--- src/sv/nec_pkg.sv ---
// Shared types, constants and register indexes of the NEC edge decoder.
package nec_pkg;

    localparam int unsigned TIME_W     = 32;
    localparam int unsigned CFG_W      = 16;
    localparam int unsigned CFG_IDX_W  = 8;
    localparam int unsigned FRAME_BITS = 32;
    localparam int unsigned BITCNT_W   = $clog2(FRAME_BITS);

    localparam logic [CFG_IDX_W-1:0] REG_HEADER    = CFG_IDX_W'(0);
    localparam logic [CFG_IDX_W-1:0] REG_ONE       = CFG_IDX_W'(1);
    localparam logic [CFG_IDX_W-1:0] REG_ZERO      = CFG_IDX_W'(2);
    localparam logic [CFG_IDX_W-1:0] REG_TOLERANCE = CFG_IDX_W'(3);

    localparam logic [CFG_W-1:0] HEADER_US_RST    = CFG_W'(13500);
    localparam logic [CFG_W-1:0] ONE_US_RST       = CFG_W'(2250);
    localparam logic [CFG_W-1:0] ZERO_US_RST      = CFG_W'(1125);
    localparam logic [CFG_W-1:0] TOLERANCE_US_RST = CFG_W'(300);

    localparam logic [BITCNT_W-1:0] LAST_BIT = BITCNT_W'(FRAME_BITS - 1);

    typedef struct packed {
        logic [CFG_W-1:0] header_us;
        logic [CFG_W-1:0] one_us;
        logic [CFG_W-1:0] zero_us;
        logic [CFG_W-1:0] tolerance_us;
    } t_cfg;

    typedef struct packed {
        logic hdr;
        logic one;
        logic zero;
    } t_win_hits;

    typedef enum logic {
        ST_HUNT,
        ST_RECV
    } t_rx_state;

endpackage

--- src/sv/nec_ir_edge_decoder.sv ---
// Top level of the NEC infrared decoder working on edge timestamps.
//
//   channel  direction  handshake                  payload
//   in       sink       i_in_valid / o_in_stall    i_edge_time
//   out      source     o_out_valid / i_out_stall  o_frame_done, o_code,
//                                                  o_is_standard, o_is_extended
//   cfg      sink       i_cfg_we                   i_cfg_index, i_cfg_data
//
// One word is taken per cycle while o_in_stall is low; it passes the input register
// and then the result register before its result is on the outputs.
// The interval is formed at the input register, the three window compares and the
// frame update sit between the input register and the result register.
// Synchronous active-low reset clears the frame state, the last timestamp and both
// valid bits, and loads the register defaults.
// An output stall holds the result register and backs up into the input register:
// o_in_stall rises in the same cycle when the input register holds a word, else one
// word later.
module nec_ir_edge_decoder
    import nec_pkg::*;
(
    input  logic                  i_clk,
    input  logic                  i_rst_n,
    input  logic                  i_in_valid,
    output logic                  o_in_stall,
    input  logic [TIME_W-1:0]     i_edge_time,
    output logic                  o_out_valid,
    input  logic                  i_out_stall,
    output logic                  o_frame_done,
    output logic [FRAME_BITS-1:0] o_code,
    output logic                  o_is_standard,
    output logic                  o_is_extended,
    input  logic                  i_cfg_we,
    input  logic [CFG_IDX_W-1:0]  i_cfg_index,
    input  logic [CFG_W-1:0]      i_cfg_data
);

    t_cfg              w_cfg;
    t_win_hits         w_hits;
    logic              w_out_ready;
    logic              w_accept;
    logic              r_s1_valid;
    logic [TIME_W-1:0] r_last_edge;
    logic [TIME_W-1:0] r_interval;

    nec_cfg_regs u_cfg (
        .i_clk       (i_clk),
        .i_rst_n     (i_rst_n),
        .i_cfg_we    (i_cfg_we),
        .i_cfg_index (i_cfg_index),
        .i_cfg_data  (i_cfg_data),
        .o_cfg       (w_cfg)
    );

    assign o_in_stall = r_s1_valid && !w_out_ready;
    assign w_accept   = i_in_valid && !o_in_stall;

    // The interval wraps modulo 2^32 like the timestamp itself.
    always_ff @(posedge i_clk) begin
        if (!i_rst_n) begin
            r_s1_valid  <= 1'b0;
            r_last_edge <= '0;
        end else begin
            if (w_accept) begin
                r_s1_valid  <= 1'b1;
                r_last_edge <= i_edge_time;
            end else if (w_out_ready) begin
                r_s1_valid <= 1'b0;
            end
        end
    end

    always_ff @(posedge i_clk) begin
        if (w_accept) begin
            r_interval <= i_edge_time - r_last_edge;
        end
    end

    nec_window u_win_hdr (
        .i_interval  (r_interval),
        .i_nominal   (w_cfg.header_us),
        .i_tolerance (w_cfg.tolerance_us),
        .o_hit       (w_hits.hdr)
    );

    nec_window u_win_one (
        .i_interval  (r_interval),
        .i_nominal   (w_cfg.one_us),
        .i_tolerance (w_cfg.tolerance_us),
        .o_hit       (w_hits.one)
    );

    nec_window u_win_zero (
        .i_interval  (r_interval),
        .i_nominal   (w_cfg.zero_us),
        .i_tolerance (w_cfg.tolerance_us),
        .o_hit       (w_hits.zero)
    );

    nec_frame u_frame (
        .i_clk         (i_clk),
        .i_rst_n       (i_rst_n),
        .i_s1_valid    (r_s1_valid),
        .i_hits        (w_hits),
        .i_out_stall   (i_out_stall),
        .o_ready       (w_out_ready),
        .o_out_valid   (o_out_valid),
        .o_frame_done  (o_frame_done),
        .o_code        (o_code),
        .o_is_standard (o_is_standard),
        .o_is_extended (o_is_extended)
    );

endmodule

--- src/sv/nec_cfg_regs.sv ---
// Configuration register file of the NEC edge decoder.
module nec_cfg_regs
    import nec_pkg::*;
(
    input  logic                 i_clk,
    input  logic                 i_rst_n,
    input  logic                 i_cfg_we,
    input  logic [CFG_IDX_W-1:0] i_cfg_index,
    input  logic [CFG_W-1:0]     i_cfg_data,
    output t_cfg                 o_cfg
);

    t_cfg r_cfg;
    t_cfg n_cfg;

    always_comb begin
        n_cfg = r_cfg;
        if (i_cfg_we) begin
            case (i_cfg_index)
                REG_HEADER:    n_cfg.header_us    = i_cfg_data;
                REG_ONE:       n_cfg.one_us       = i_cfg_data;
                REG_ZERO:      n_cfg.zero_us      = i_cfg_data;
                REG_TOLERANCE: n_cfg.tolerance_us = i_cfg_data;
                default:       n_cfg = r_cfg;
            endcase
        end
    end

    always_ff @(posedge i_clk) begin
        if (!i_rst_n) begin
            r_cfg.header_us    <= HEADER_US_RST;
            r_cfg.one_us       <= ONE_US_RST;
            r_cfg.zero_us      <= ZERO_US_RST;
            r_cfg.tolerance_us <= TOLERANCE_US_RST;
        end else begin
            r_cfg <= n_cfg;
        end
    end

    assign o_cfg = r_cfg;

endmodule

--- src/sv/nec_window.sv ---
// Tolerance window compare of one edge interval against one nominal value.
module nec_window
    import nec_pkg::*;
(
    input  logic [TIME_W-1:0] i_interval,
    input  logic [CFG_W-1:0]  i_nominal,
    input  logic [CFG_W-1:0]  i_tolerance,
    output logic              o_hit
);

    logic [TIME_W:0]  w_diff;
    logic [CFG_W-1:0] w_below;

    assign w_diff = {1'b0, i_interval} - {{(TIME_W + 1 - CFG_W){1'b0}}, i_nominal};

    // When the interval is below the nominal value it fits in the low bits.
    assign w_below = i_nominal - i_interval[CFG_W-1:0];

    assign o_hit = w_diff[TIME_W] ? (w_below <= i_tolerance)
                                  : (w_diff[TIME_W-1:0] <=
                                     {{(TIME_W - CFG_W){1'b0}}, i_tolerance});

endmodule

--- src/sv/nec_frame.sv ---
// Frame state machine, bit packer and result register of the NEC edge decoder.
module nec_frame
    import nec_pkg::*;
(
    input  logic                  i_clk,
    input  logic                  i_rst_n,
    input  logic                  i_s1_valid,
    input  t_win_hits             i_hits,
    input  logic                  i_out_stall,
    output logic                  o_ready,
    output logic                  o_out_valid,
    output logic                  o_frame_done,
    output logic [FRAME_BITS-1:0] o_code,
    output logic                  o_is_standard,
    output logic                  o_is_extended
);

    t_rx_state             r_state;
    t_rx_state             n_state;
    logic [BITCNT_W-1:0]   r_count;
    logic [BITCNT_W-1:0]   n_count;
    logic [FRAME_BITS-1:0] r_shift;
    logic [FRAME_BITS-1:0] n_shift;
    logic                  r_valid;
    logic                  r_done;
    logic [FRAME_BITS-1:0] r_code;
    logic                  r_std;
    logic                  r_ext;
    logic                  w_advance;
    logic                  w_done;
    logic                  w_std;
    logic                  w_ext;
    logic                  w_lo_ok;
    logic                  w_hi_ok;

    assign o_ready   = !r_valid || !i_out_stall;
    assign w_advance = i_s1_valid && o_ready;

    always_comb begin
        n_state = r_state;
        n_count = r_count;
        n_shift = r_shift;
        w_done  = 1'b0;
        if (w_advance) begin
            case (r_state)
                ST_HUNT: begin
                    if (i_hits.hdr) begin
                        n_state = ST_RECV;
                        n_count = '0;
                        n_shift = '0;
                    end
                end
                ST_RECV: begin
                    if (i_hits.one || i_hits.zero) begin
                        // A one wins when both bit windows match.
                        n_shift[r_count] = r_shift[r_count] | i_hits.one;
                        n_count          = r_count + 1'b1;
                        if (r_count == LAST_BIT) begin
                            w_done  = 1'b1;
                            n_state = ST_HUNT;
                        end
                    end else if (i_hits.hdr) begin
                        n_count = '0;
                        n_shift = '0;
                    end else begin
                        n_state = ST_HUNT;
                    end
                end
                default: n_state = ST_HUNT;
            endcase
        end
    end

    // Standard frames carry inverted copies of the address and command bytes.
    assign w_lo_ok = (n_shift[15:8] == ~n_shift[7:0]);
    assign w_hi_ok = (n_shift[31:24] == ~n_shift[23:16]);
    assign w_std   = w_done && w_lo_ok && w_hi_ok;
    assign w_ext   = w_done && w_hi_ok && !w_lo_ok;

    always_ff @(posedge i_clk) begin
        if (!i_rst_n) begin
            r_state <= ST_HUNT;
            r_count <= '0;
            r_shift <= '0;
            r_valid <= 1'b0;
        end else begin
            r_state <= n_state;
            r_count <= n_count;
            r_shift <= n_shift;
            if (o_ready) begin
                r_valid <= i_s1_valid;
            end
        end
    end

    always_ff @(posedge i_clk) begin
        if (w_advance) begin
            r_done <= w_done;
            r_code <= w_done ? n_shift : '0;
            r_std  <= w_std;
            r_ext  <= w_ext;
        end
    end

    assign o_out_valid   = r_valid;
    assign o_frame_done  = r_done;
    assign o_code        = r_code;
    assign o_is_standard = r_std;
    assign o_is_extended = r_ext;

`ifndef SYNTHESIS
    a_done_returns_to_hunt: assert property (@(posedge i_clk) disable iff (!i_rst_n)
        (w_advance && w_done) |=> (r_state == ST_HUNT))
        else $error("state machine did not return to hunting after a frame");

    a_hunt_holds_without_header: assert property (@(posedge i_clk) disable iff (!i_rst_n)
        (w_advance && (r_state == ST_HUNT) && !i_hits.hdr) |=> (r_state == ST_HUNT))
        else $error("left hunting without a header interval");

    a_no_frame_zero_code: assert property (@(posedge i_clk) disable iff (!i_rst_n)
        (o_out_valid && !o_frame_done) |-> (o_code == '0))
        else $error("nonzero code without a completed frame");

    a_flags_need_frame: assert property (@(posedge i_clk) disable iff (!i_rst_n)
        (o_out_valid && (o_is_standard || o_is_extended)) |-> o_frame_done)
        else $error("frame type flag without a completed frame");

    a_flags_exclusive: assert property (@(posedge i_clk) disable iff (!i_rst_n)
        o_out_valid |-> !(o_is_standard && o_is_extended))
        else $error("frame flagged both standard and extended");
`endif

endmodule
--- config.mk ---
export PLATFORM = sky130hd
export DESIGN_NAME = nec_ir_edge_decoder
export DESIGN_NICKNAME = d
export VERILOG_FILES = /design/src/sv/nec_pkg.sv /design/src/sv/nec_ir_edge_decoder.sv /design/src/sv/nec_cfg_regs.sv /design/src/sv/nec_window.sv /design/src/sv/nec_frame.sv
export SDC_FILE = /design/constraint.sdc
export NUM_CORES = 1
export LEC_CHECK = 0
export BUFFER_PORTS_ARGS = -buffer_cell sky130_fd_sc_hd__clkbuf_2
export CAP_MARGIN = 20
export CORE_MARGIN = 5
export CORE_UTILIZATION = 35
export DETAILED_ROUTE_END_ITERATION = 7
export MAX_ROUTING_LAYER = met4
export PLACE_DENSITY = 0.5
export SKIP_LAST_GASP = 1
export SLEW_MARGIN = 20
export SYNTH_ARGS = -nofsm -noshare
export SYNTH_HDL_FRONTEND = slang
export SYNTH_SLANG_ARGS = --single-unit
--- constraint.sdc ---
create_clock -name i_clk -period 7.2 [get_ports i_clk]
set_input_delay 1.44 -clock i_clk [delete_from_list [all_inputs] [get_ports i_clk]]
set_output_delay 1.44 -clock i_clk [all_outputs]
set_load 0.02 [all_outputs]
==> flow_summary.json, run 1 <==
{
  "vias": 16059,
  "powerDensity_nw_per_um2": 193.5,
  "crit_arrival_ps": 7160,
  "wl_per_cell_um": 19.62,
  "vdd_drop_max_mv": 0.1467,
  "numPortBuffers": 97,
  "die_x_um": 235.8,
  "path_delay_family": "compound AO/OA/AOI/OAI gates",
  "status": "complete, no violations",
  "synth_nets": 2478,
  "finalCritPeriodShare_pct": 94.16,
  "die_area_sq_um": 55590,
  "yosys_warnings": 0,
  "hold_buffers": 0,
  "final_util_pct": 39.95,
  "worst_hold_slack_ps": 461.4,
  "grt_max_degree": 79,
  "worstPathMaxFanout": 16,
  "diodes": 0,
  "grt_antenna_before_repair": 0,
  "dp_cells": 2907,
  "final_common_cell": "nand2_1",
  "syn_inst": 2188,
  "via_per_inst": 5.429,
  "synth-edff-count": 67,
  "final-max-slew-violation-count": 0,
  "setup_viol": 0,
  "final.setup.tns_ps": 0,
  "die_y_um": 235.8,
  "hold_viol": 0,
  "clk_transition_reported_paths_ps": 60,
  "hpwl_um": 46180,
  "finalPower_mw": 3.885,
  "fill_cells": 5225,
  "finalNetCount": 2556,
  "hold_start": "r_last_edge[27]",
  "final_cell_mix": "nand2_1 (288), ha_1 (221), inv_1 (170), a21oi_1 (157), dfxtp_1 (136)",
  "initial_core_util_pct": 35.49,
  "cp.required_ps": 7580,
  "cp_common_cell": "a21o_1",
  "route.detailed.drc": 0,
  "path_class": "reg -> reg",
  "num_rows": 82,
  "startpoint": "r_interval[2]",
  "maxSlewHeadroom_pct": 35.80,
  "power.leakage_nw": 8.348,
  "tightest_slew_ps": 961.0,
  "ios": 98,
  "end_kind": "flop",
  "seq_area_frac_synth_pct": 26.54,
  "gp_congestion": 0.9308,
  "max_cap_violations": 0,
  "cts_buffer_depth": 3,
  "clock-sinks": 203,
  "layout.cells.non_filler": 2958,
  "ys_seq_elements": 203,
  "timing.rr.start": "r_interval[2]",
  "overflow": 0,
  "syn-cell-area_sq_um": 17840,
  "syn2layout_area_growth_pct": 12.57,
  "ys_async_sr_fraction_pct": 0,
  "worst-path-buf-inv": 5,
  "htreeDepth": 1,
  "hold_path_class": "reg -> reg",
  "cpPeakStageDelay_ps": 550,
  "cts_buffers": 26,
  "cp_slowest_cell": "or4_1",
  "start_kind": "flop",
  "cts_tree": "yes",
  "finClkSkew_ps": 20.59,
  "core_sq_um": 50270,
  "drive_gt1_share_pct": 11.37,
  "dr.pass1.iters": 5,
  "ant_nets": 0,
  "grt_pass1_wl_um": 90360,
  "synthFlopType": "dfxtp_1",
  "min_period_ps": 6779,
  "cts_root_buffer": "clkbuf_16",
  "drt_iter0_markers": 975,
  "grt_pass1_vias": 15648,
  "wirelength_um": 58050,
  "grt_usage_pct": 20.76,
  "synth_cell_types": 90,
  "fmax_mhz": 147.5,
  "synth.avg_cell_area_sq_um": 8.154,
  "clkLatencyLatePin_ps": 550
}
-- stage by stage --
stage | setup slack [ps] | cell area (sq um)
finish | 420.5 | 20080
CTS | 54.69 | 20030
global placement | 196.3 | 19160
global route | -4.089 | 20080
detailed placement | 74.30 | 19160
floorplan | 1043 | 17840
-- cells in the mapped netlist (16+ instances only) --
| cell type | n | area share [%] |
|---|---|---|
| edfxtp_1 | 67 | 11 |
| nor2_1 | 108 | 2.3 |
| nand2_1 | 288 | 6.1 |
| o21ai_0 | 93 | 2.6 |
| and2_1 | 49 | 1.7 |
| nand2b_1 | 23 | 0.81 |
| inv_1 | 171 | 3.6 |
| nor2b_1 | 38 | 1.3 |
| o211ai_1 | 32 | 1.3 |
| o21a_1 | 24 | 1.0 |
| nor3_1 | 33 | 0.93 |
| a21o_1 | 53 | 2.2 |
| a21oi_1 | 157 | 4.4 |
| xnor2_1 | 68 | 3.3 |
| ha_1 | 222 | 16 |
| a21boi_0 | 95 | 4.0 |
| dfxtp_1 | 136 | 15 |
| a211o_1 | 16 | 0.79 |
| nand4_1 | 35 | 1.2 |
| nor4_1 | 22 | 0.77 |
| clkbuf_1 | 79 | 1.7 |
| and3_1 | 20 | 0.70 |
| xor2_1 | 44 | 2.2 |
| nand3_1 | 48 | 1.3 |
-- logic make-up (layout without fill, tap and decap cells) --
kind of cell	after synthesis	in the layout	synth area share, %
flops	203	203	26.54
mux	18	18	1.578
compound gates	610	610	23.19
simple gates	732	732	20.34
fa+ha+maj	229	229	16.35
xor+xnor	112	112	5.498
buf+inv	284	382	6.508
-- report_power, final --
group	switching [mW]	internal [mW]	total, mW
sequential	0.0690	1.24	1.31
combinational	0.736	0.501	1.24
clock	0.533	0.804	1.34
-- layout make-up --
| class | instances | area [sq um] | area share (%) |
|---|---|---|---|
| clock buffers | 34 | 711.9 | 3.545 |
| flip-flops and latches | 203 | 4735 | 23.57 |
| inverters | 171 | 641.9 | 3.196 |
| well taps | 672 | 840.8 | 4.187 |
| multi-input cells | 1701 | 11980 | 59.64 |
| repair buffers | 163 | 1021 | 5.084 |
| clock inverters | 14 | 156.4 | 0.7788 |
-- registers in the layout (all words and copies together) (netlist names), 5 cells and up --
signal           cells
r_interval          32
r_last_edge         32
u_frame.o_code      32
u_frame.r_shift     32
u_frame.r_count      5
u_cfg.o_cfg         64
-- metal layers --
layer,GRT usage [%],wire length (um)
met5,-,0
met4,4.680,1320
met3,3.212,3413
met2,31.35,24910
met1,29.49,28400
-- repair_timing --
item                       in CTS  in global routing
setup endpoints to repair       0                  3
setup buffers                   0                  3
resized for setup               0                 10
-- path summary, 6_finish.rpt --
check / slack [ps] / cells after the start / end
max reg2reg: 420 / 31 / u_frame.o_is_standard
min reg2reg: 460 / 2 / r_last_edge[27]
min: 460 / 2 / r_last_edge[27]
max: 420 / 31 / u_frame.o_is_standard
-- worst min-delay path: cells and delay by family (launching register included) --
family / cells / cell delay [ps]
simple gates: 1 / 50
compound gates: 1 / 60
flops: 1 / 300
Note: power is estimated with default switching activity, not from simulation.
==> inputs of run 2 (changes only) <==
--- a/config.mk
+++ b/config.mk
@@ -8,10 +8,10 @@
 export BUFFER_PORTS_ARGS = -buffer_cell sky130_fd_sc_hd__clkbuf_2
 export CAP_MARGIN = 20
 export CORE_MARGIN = 5
-export CORE_UTILIZATION = 35
+export CORE_UTILIZATION = 40
 export DETAILED_ROUTE_END_ITERATION = 7
 export MAX_ROUTING_LAYER = met4
-export PLACE_DENSITY = 0.5
+export PLACE_DENSITY = 0.55
 export SKIP_LAST_GASP = 1
 export SLEW_MARGIN = 20
 export SYNTH_ARGS = -nofsm -noshare
==> flow_summary.json, run 2 (synthesis gave the netlist of run 1 again) <==
{
  "worst_hold_slack_ps": 461.4,
  "grt_usage_pct": 23.36,
  "largest_reg_flops": 64,
  "core_sq_um": 44120,
  "initial_core_util_pct": 40.43,
  "wl_met1_um": 28070,
  "status": "complete, no violations",
  "end_kind": "flop",
  "grt_pass1_vias": 15849,
  "powerDensity_nw_per_um2": 194.4,
  "path_class": "reg -> reg",
  "finClkSkew_ps": 22.42,
  "ios": 98,
  "final.setup.tns_ps": 0,
  "grt_max_degree": 82,
  "final_cell_mix": "nand2_1 (288), ha_1 (220), inv_1 (170), a21oi_1 (155), dfxtp_1 (136)",
  "rr_worst_depth": 27,
  "fill_cells": 4472,
  "fin_area_sq_um": 19980,
  "wl_met3_um": 3292,
  "drive_gt1_share_pct": 11.79,
  "final_common_cell": "nand2_1",
  "wl_per_cell_um": 19.98,
  "hold_viol": 0,
  "die_area_sq_um": 48930,
  "start_kind": "flop",
  "finalNetCount": 2553,
  "cp_slowest_cell": "or4_1",
  "hpwl_um": 45280,
  "cts_buffer_depth": 3,
  "dp_cells": 2828,
  "highest_layer": "met4",
  "post_dp_cell_area_sq_um": 19070,
  "maxSlewHeadroom_pct": 29.99,
  "cpPeakStageDelay_ps": 550,
  "clkLatencyLatePin_ps": 550,
  "vias": 16295,
  "cts_root_buffer": "clkbuf_16",
  "gp_congestion": 0.9527,
  "rsz0062_at_grt": "no",
  "die_x_um": 221.2,
  "route.detailed.drc": 0,
  "worst_slack_ps": 387.4,
  "ant_nets": 0,
  "hold_path_class": "reg -> reg",
  "hold_buffers": 0,
  "numPortBuffers": 97,
  "via_per_inst": 5.670,
  "clock-sinks": 203,
  "path_delay_family": "compound AO/OA/AOI/OAI gates",
  "final_util_pct": 45.28,
  "cts_tree": "yes",
  "num_rows": 77,
  "max_cap_violations": 0,
  "final-max-slew-violation-count": 0,
  "reg2reg_slack_ps": 390,
  "timing.rr.start": "r_interval[0]",
  "timing.rr.end": "u_frame.o_is_standard",
  "postCtsSetupRepairBufs": 0,
  "layout.cells.non_filler": 2874,
  "startpoint": "r_interval[0]",
  "grt_antenna_before_repair": 1,
  "finalCritPeriodShare_pct": 94.62,
  "power.leakage_nw": 8.326,
  "setup_viol": 0,
  "dr.pass1.iters": 5,
  "wirelength_um": 57420,
  "crit_arrival_ps": 7180,
  "tightest_slew_ps": 1048,
  "clk_transition_reported_paths_ps": 60,
  "fmax_mhz": 146.8,
  "dr_wl_met2_um": 25230,
  "overflow": 0,
  "finalPower_mw": 3.885,
  "cp.required_ps": 7570,
  "htreeDepth": 1,
  "worstPathMaxFanout": 15,
  "worstSetupEndpoint": "u_frame.o_is_standard",
  "die_y_um": 221.2,
  "cts_buffers": 25,
  "min_period_ps": 6813,
  "path_depth": 27,
  "worst-path-buf-inv": 3,
  "dp_slack_ps": 157.1,
  "syn2layout_area_growth_pct": 12.00,
  "drt_iter0_markers": 1257,
  "diodes": 0,
  "grt_pass1_wl_um": 90390,
  "vdd_drop_max_mv": 0.1749
}
## run 2: worst min-delay path by stage
stage	startpoint	end	cells past startpoint
floorplan	u_cfg.o_cfg[10]	u_cfg.o_cfg[10]	2
global placement	r_last_edge[23]	r_last_edge[23]	2
detailed placement	r_last_edge[28]	r_last_edge[28]	2
CTS	r_last_edge[28]	r_last_edge[28]	2
global route	r_last_edge[2]	r_last_edge[2]	2
finish	r_last_edge[29]	r_last_edge[29]	2
## run 2: area by class of cell
class / count / area, sq um / area share (%)
tap: 592 / 740.7 / 3.707
timing repair buffer: 161 / 997.2 / 4.991
sequential: 203 / 4735 / 23.69
multi-input combinational: 1701 / 12010 / 60.10
clock buffer: 27 / 633.1 / 3.168
clock inverter: 19 / 225.2 / 1.127
inverter: 171 / 641.9 / 3.212
## run 2: worst register-to-register path, cell delays in order, from the launching register on
cell and delay, ps:
edfxtp_1 450, inv_1 160, ha_1 200, inv_1 60, fa_1 430, a211oi_1 250
o21bai_1 140, o31a_1 310, a41oi_2 250, o21ai_1 170, a21o_1 230, a21oi_1 170
xnor2_1 160, ha_1 290, a21oi_1 150, nand2_1 60, a211oi_1 340, a22o_1 300
nand4_1 130, nor4_2 280, o2111ai_1 240, o41ai_4 250, buf_6 240, a21oi_4 130
a21o_1 250, xnor2_1 160, or4_1 550, nor4_2 290
## run 2: per-layer routing
metal | GRT usage (%) | up-vias
met5 | - | -
met4 | 4.222 | 0
met3 | 2.809 | 52
met2 | 35.93 | 430
met1 | 33.56 | 7872
li1 | - | 7941
## run 2: what timing repair did
item	in CTS	in global routing
endpoints found under the hold margin	0	0
setup endpoints to repair	0	2
gates resized for setup	0	23
## run 2: power by group
| part | internal, mW | switching (mW) |
|---|---|---|
| Clock | 0.788 | 0.547 |
| Sequential | 1.24 | 0.0748 |
| Combinational | 0.503 | 0.731 |
==> inputs of run 3 (changes only) <==
--- a/config.mk
+++ b/config.mk
@@ -12,6 +12,7 @@
 export DETAILED_ROUTE_END_ITERATION = 7
 export MAX_ROUTING_LAYER = met4
 export PLACE_DENSITY = 0.55
+export REMOVE_ABC_BUFFERS = 1
 export SKIP_LAST_GASP = 1
 export SLEW_MARGIN = 20
 export SYNTH_ARGS = -nofsm -noshare
==> flow_summary.json, run 3 (synthesis gave the netlist of run 1 again) <==
{
  "status": "complete, no violations",
  "final.setup.tns_ps": 0,
  "fmax_mhz": 146.3,
  "grt_pass1_vias": 15348,
  "rr_worst_depth": 29,
  "maxSlewHeadroom_pct": 32.79,
  "p_int_mw": 2.509,
  "route.detailed.drc": 0,
  "cpPeakStageDelay_ps": 530,
  "layout.cells.non_filler": 2841,
  "busiest_layer": "met2",
  "die_y_um": 221.2,
  "whs_endpoint": "r_last_edge[11]",
  "cts_tree": "yes",
  "htreeDepth": 1,
  "swShare_pct": 34.56,
  "vias": 16161,
  "initial_core_util_pct": 40.43,
  "p_clk_share_pct": 33.3,
  "path_delay_family": "compound AO/OA/AOI/OAI gates",
  "die_x_um": 221.2,
  "dp_cells": 2787,
  "setup_viol": 0,
  "finalNetCount": 2521,
  "clk_transition_reported_paths_ps": 60,
  "tightest_slew_ps": 999.0,
  "hold_path_class": "reg -> reg",
  "ios": 98,
  "final_common_cell": "nand2_1",
  "clock-sinks": 203,
  "cts_root_buffer": "clkbuf_16",
  "fill_cells": 4495,
  "final-max-slew-violation-count": 0,
  "grtUsageMet3_pct": 3.035,
  "cp.required_ps": 7560,
  "hpwl_um": 43750,
  "path_class": "reg -> reg",
  "hold_buffers": 0,
  "finalCritPeriodShare_pct": 94.95,
  "timing.rr.start": "r_interval[2]",
  "worst_hold_slack_ps": 462.0,
  "diodes": 0,
  "power.leakage_nw": 8.155,
  "combPwrFrac_pct": 32.2,
  "ant_nets": 0,
  "met1_usage_pct": 32.65,
  "finalPower_mw": 3.834,
  "syn2layout_area_growth_pct": 10.20,
  "grt_max_degree": 87,
  "final_cell_mix": "nand2_1 (288), ha_1 (221), inv_1 (170), a21oi_1 (157), dfxtp_1 (136)",
  "hold_viol": 0,
  "gp_congestion": 0.9479,
  "worst-path-buf-inv": 2,
  "largest_reg_flops": 64,
  "crit_arrival_ps": 7200,
  "num_rows": 77,
  "timing.rr.end": "u_frame.o_is_standard",
  "wl_per_cell_um": 19.81,
  "clkLatencyLatePin_ps": 540,
  "cts_buffers": 25,
  "min_period_ps": 6836,
  "via_per_inst": 5.688,
  "numPortBuffers": 97,
  "max_cap_violations": 0,
  "grt_antenna_before_repair": 0,
  "switching_power_mw": 1.325,
  "end_kind": "flop",
  "cts_buffer_depth": 3,
  "final_util_pct": 44.56,
  "core_sq_um": 44120,
  "holdPathStages": 2,
  "vdd_drop_max_mv": 0.1698,
  "drt_iter0_markers": 1145,
  "p_seq_share_pct": 34.5,
  "hold_start": "r_last_edge[11]",
  "finClkSkew_ps": 14.05,
  "grt_usage_pct": 22.49,
  "reg2reg_slack_ps": 360,
  "cp_common_cell": "a21o_1",
  "cp_slowest_cell": "or3b_2",
  "overflow": 0,
  "wirelength_um": 56290,
  "die_area_sq_um": 48930,
  "dr.pass1.iters": 5,
  "drive_gt1_share_pct": 10.05,
  "grt_pass1_wl_um": 87020,
  "use_met2_pct": 33.55,
  "worstPathMaxFanout": 11,
  "start_kind": "flop",
  "powerDensity_nw_per_um2": 195.0
}
run 3: changes by cell type in the layout (fill, tap and decap cells not counted), moves of 2 or more:
cell | previous run | this run
buf_4 | 62 | 32
clkbuf_1 | 2 | 5
clkinvlp_4 | 4 | 1
a21boi_0 | 90 | 92
a21boi_1 | 4 | 2
a21oi_1 | 155 | 157
buf_12 | 2 | 0
clkbuf_8 | 0 | 2
inv_6 | 3 | 1
o21ai_1 | 9 | 11
run 3: worst max path at each step:
stage	end	startpoint	depth (start not counted)
6_report	u_frame.o_is_standard	r_interval[2]	29
5_1_grt	u_frame.o_is_standard	r_interval[2]	29
4_1_cts	u_frame.o_is_standard	r_interval[0]	27
3_5_place_dp	u_frame.o_is_standard	r_interval[2]	29
3_3_place_gp	u_frame.o_is_standard	r_interval[2]	29
2_1_floorplan	u_frame.o_is_standard	i_out_stall	8
run 3: area by class of cell:
| cell class | count | area (sq um) | area share, % |
|---|---|---|---|
| clock buffer | 32 | 671.9 | 3.418 |
| clock inverter | 13 | 152.6 | 0.7764 |
| inverter | 171 | 641.9 | 3.265 |
| multi-input combinational | 1702 | 12000 | 61.03 |
| sequential | 203 | 4735 | 24.08 |
| tap | 592 | 740.7 | 3.768 |
| timing repair buffer | 128 | 720.7 | 3.666 |
run 3: per-layer routing:
layer / share of wire, % / up-vias
met3: 6.1 / 74
met4: 1.9 / 0
met5: 0 / -
li1: - / 7874
met2: 42 / 435
met1: 49 / 7778
run 3: per-stage QoR:
stage	setup WS (ps)	cell area (sq um)
global route	-11.84	19660
finish	363.7	19660
global placement	138.2	18740
floorplan	-1135	17320
CTS	78.17	19570
detailed placement	18.49	18740
run 3: worst min-delay path: cells and delay by family (launching register included):
kind	cells	cell delay [ps]
and+or+nand+nor	1	50
AOI/OAI and AO/OA	1	60
DFF	1	300
run 3: what timing repair did:
action                     CTS  global route
cloned                       1             0
pin swaps                    0             3
setup buffers                0             8
setup endpoints to repair    1            15
resized for setup            0            15
run 3: power by group through the flow:
stage / clock network [mW] / registers [mW] / logic (mW)
finish: 1.28 / 1.32 / 1.24
global route: 1.36 / 1.33 / 1.37
CTS: 1.31 / 1.32 / 1.22
detailed placement: 0 / 1.34 / 1.21
global placement: 0 / 1.34 / 1.19
floorplan: 0 / 1.32 / 0.860
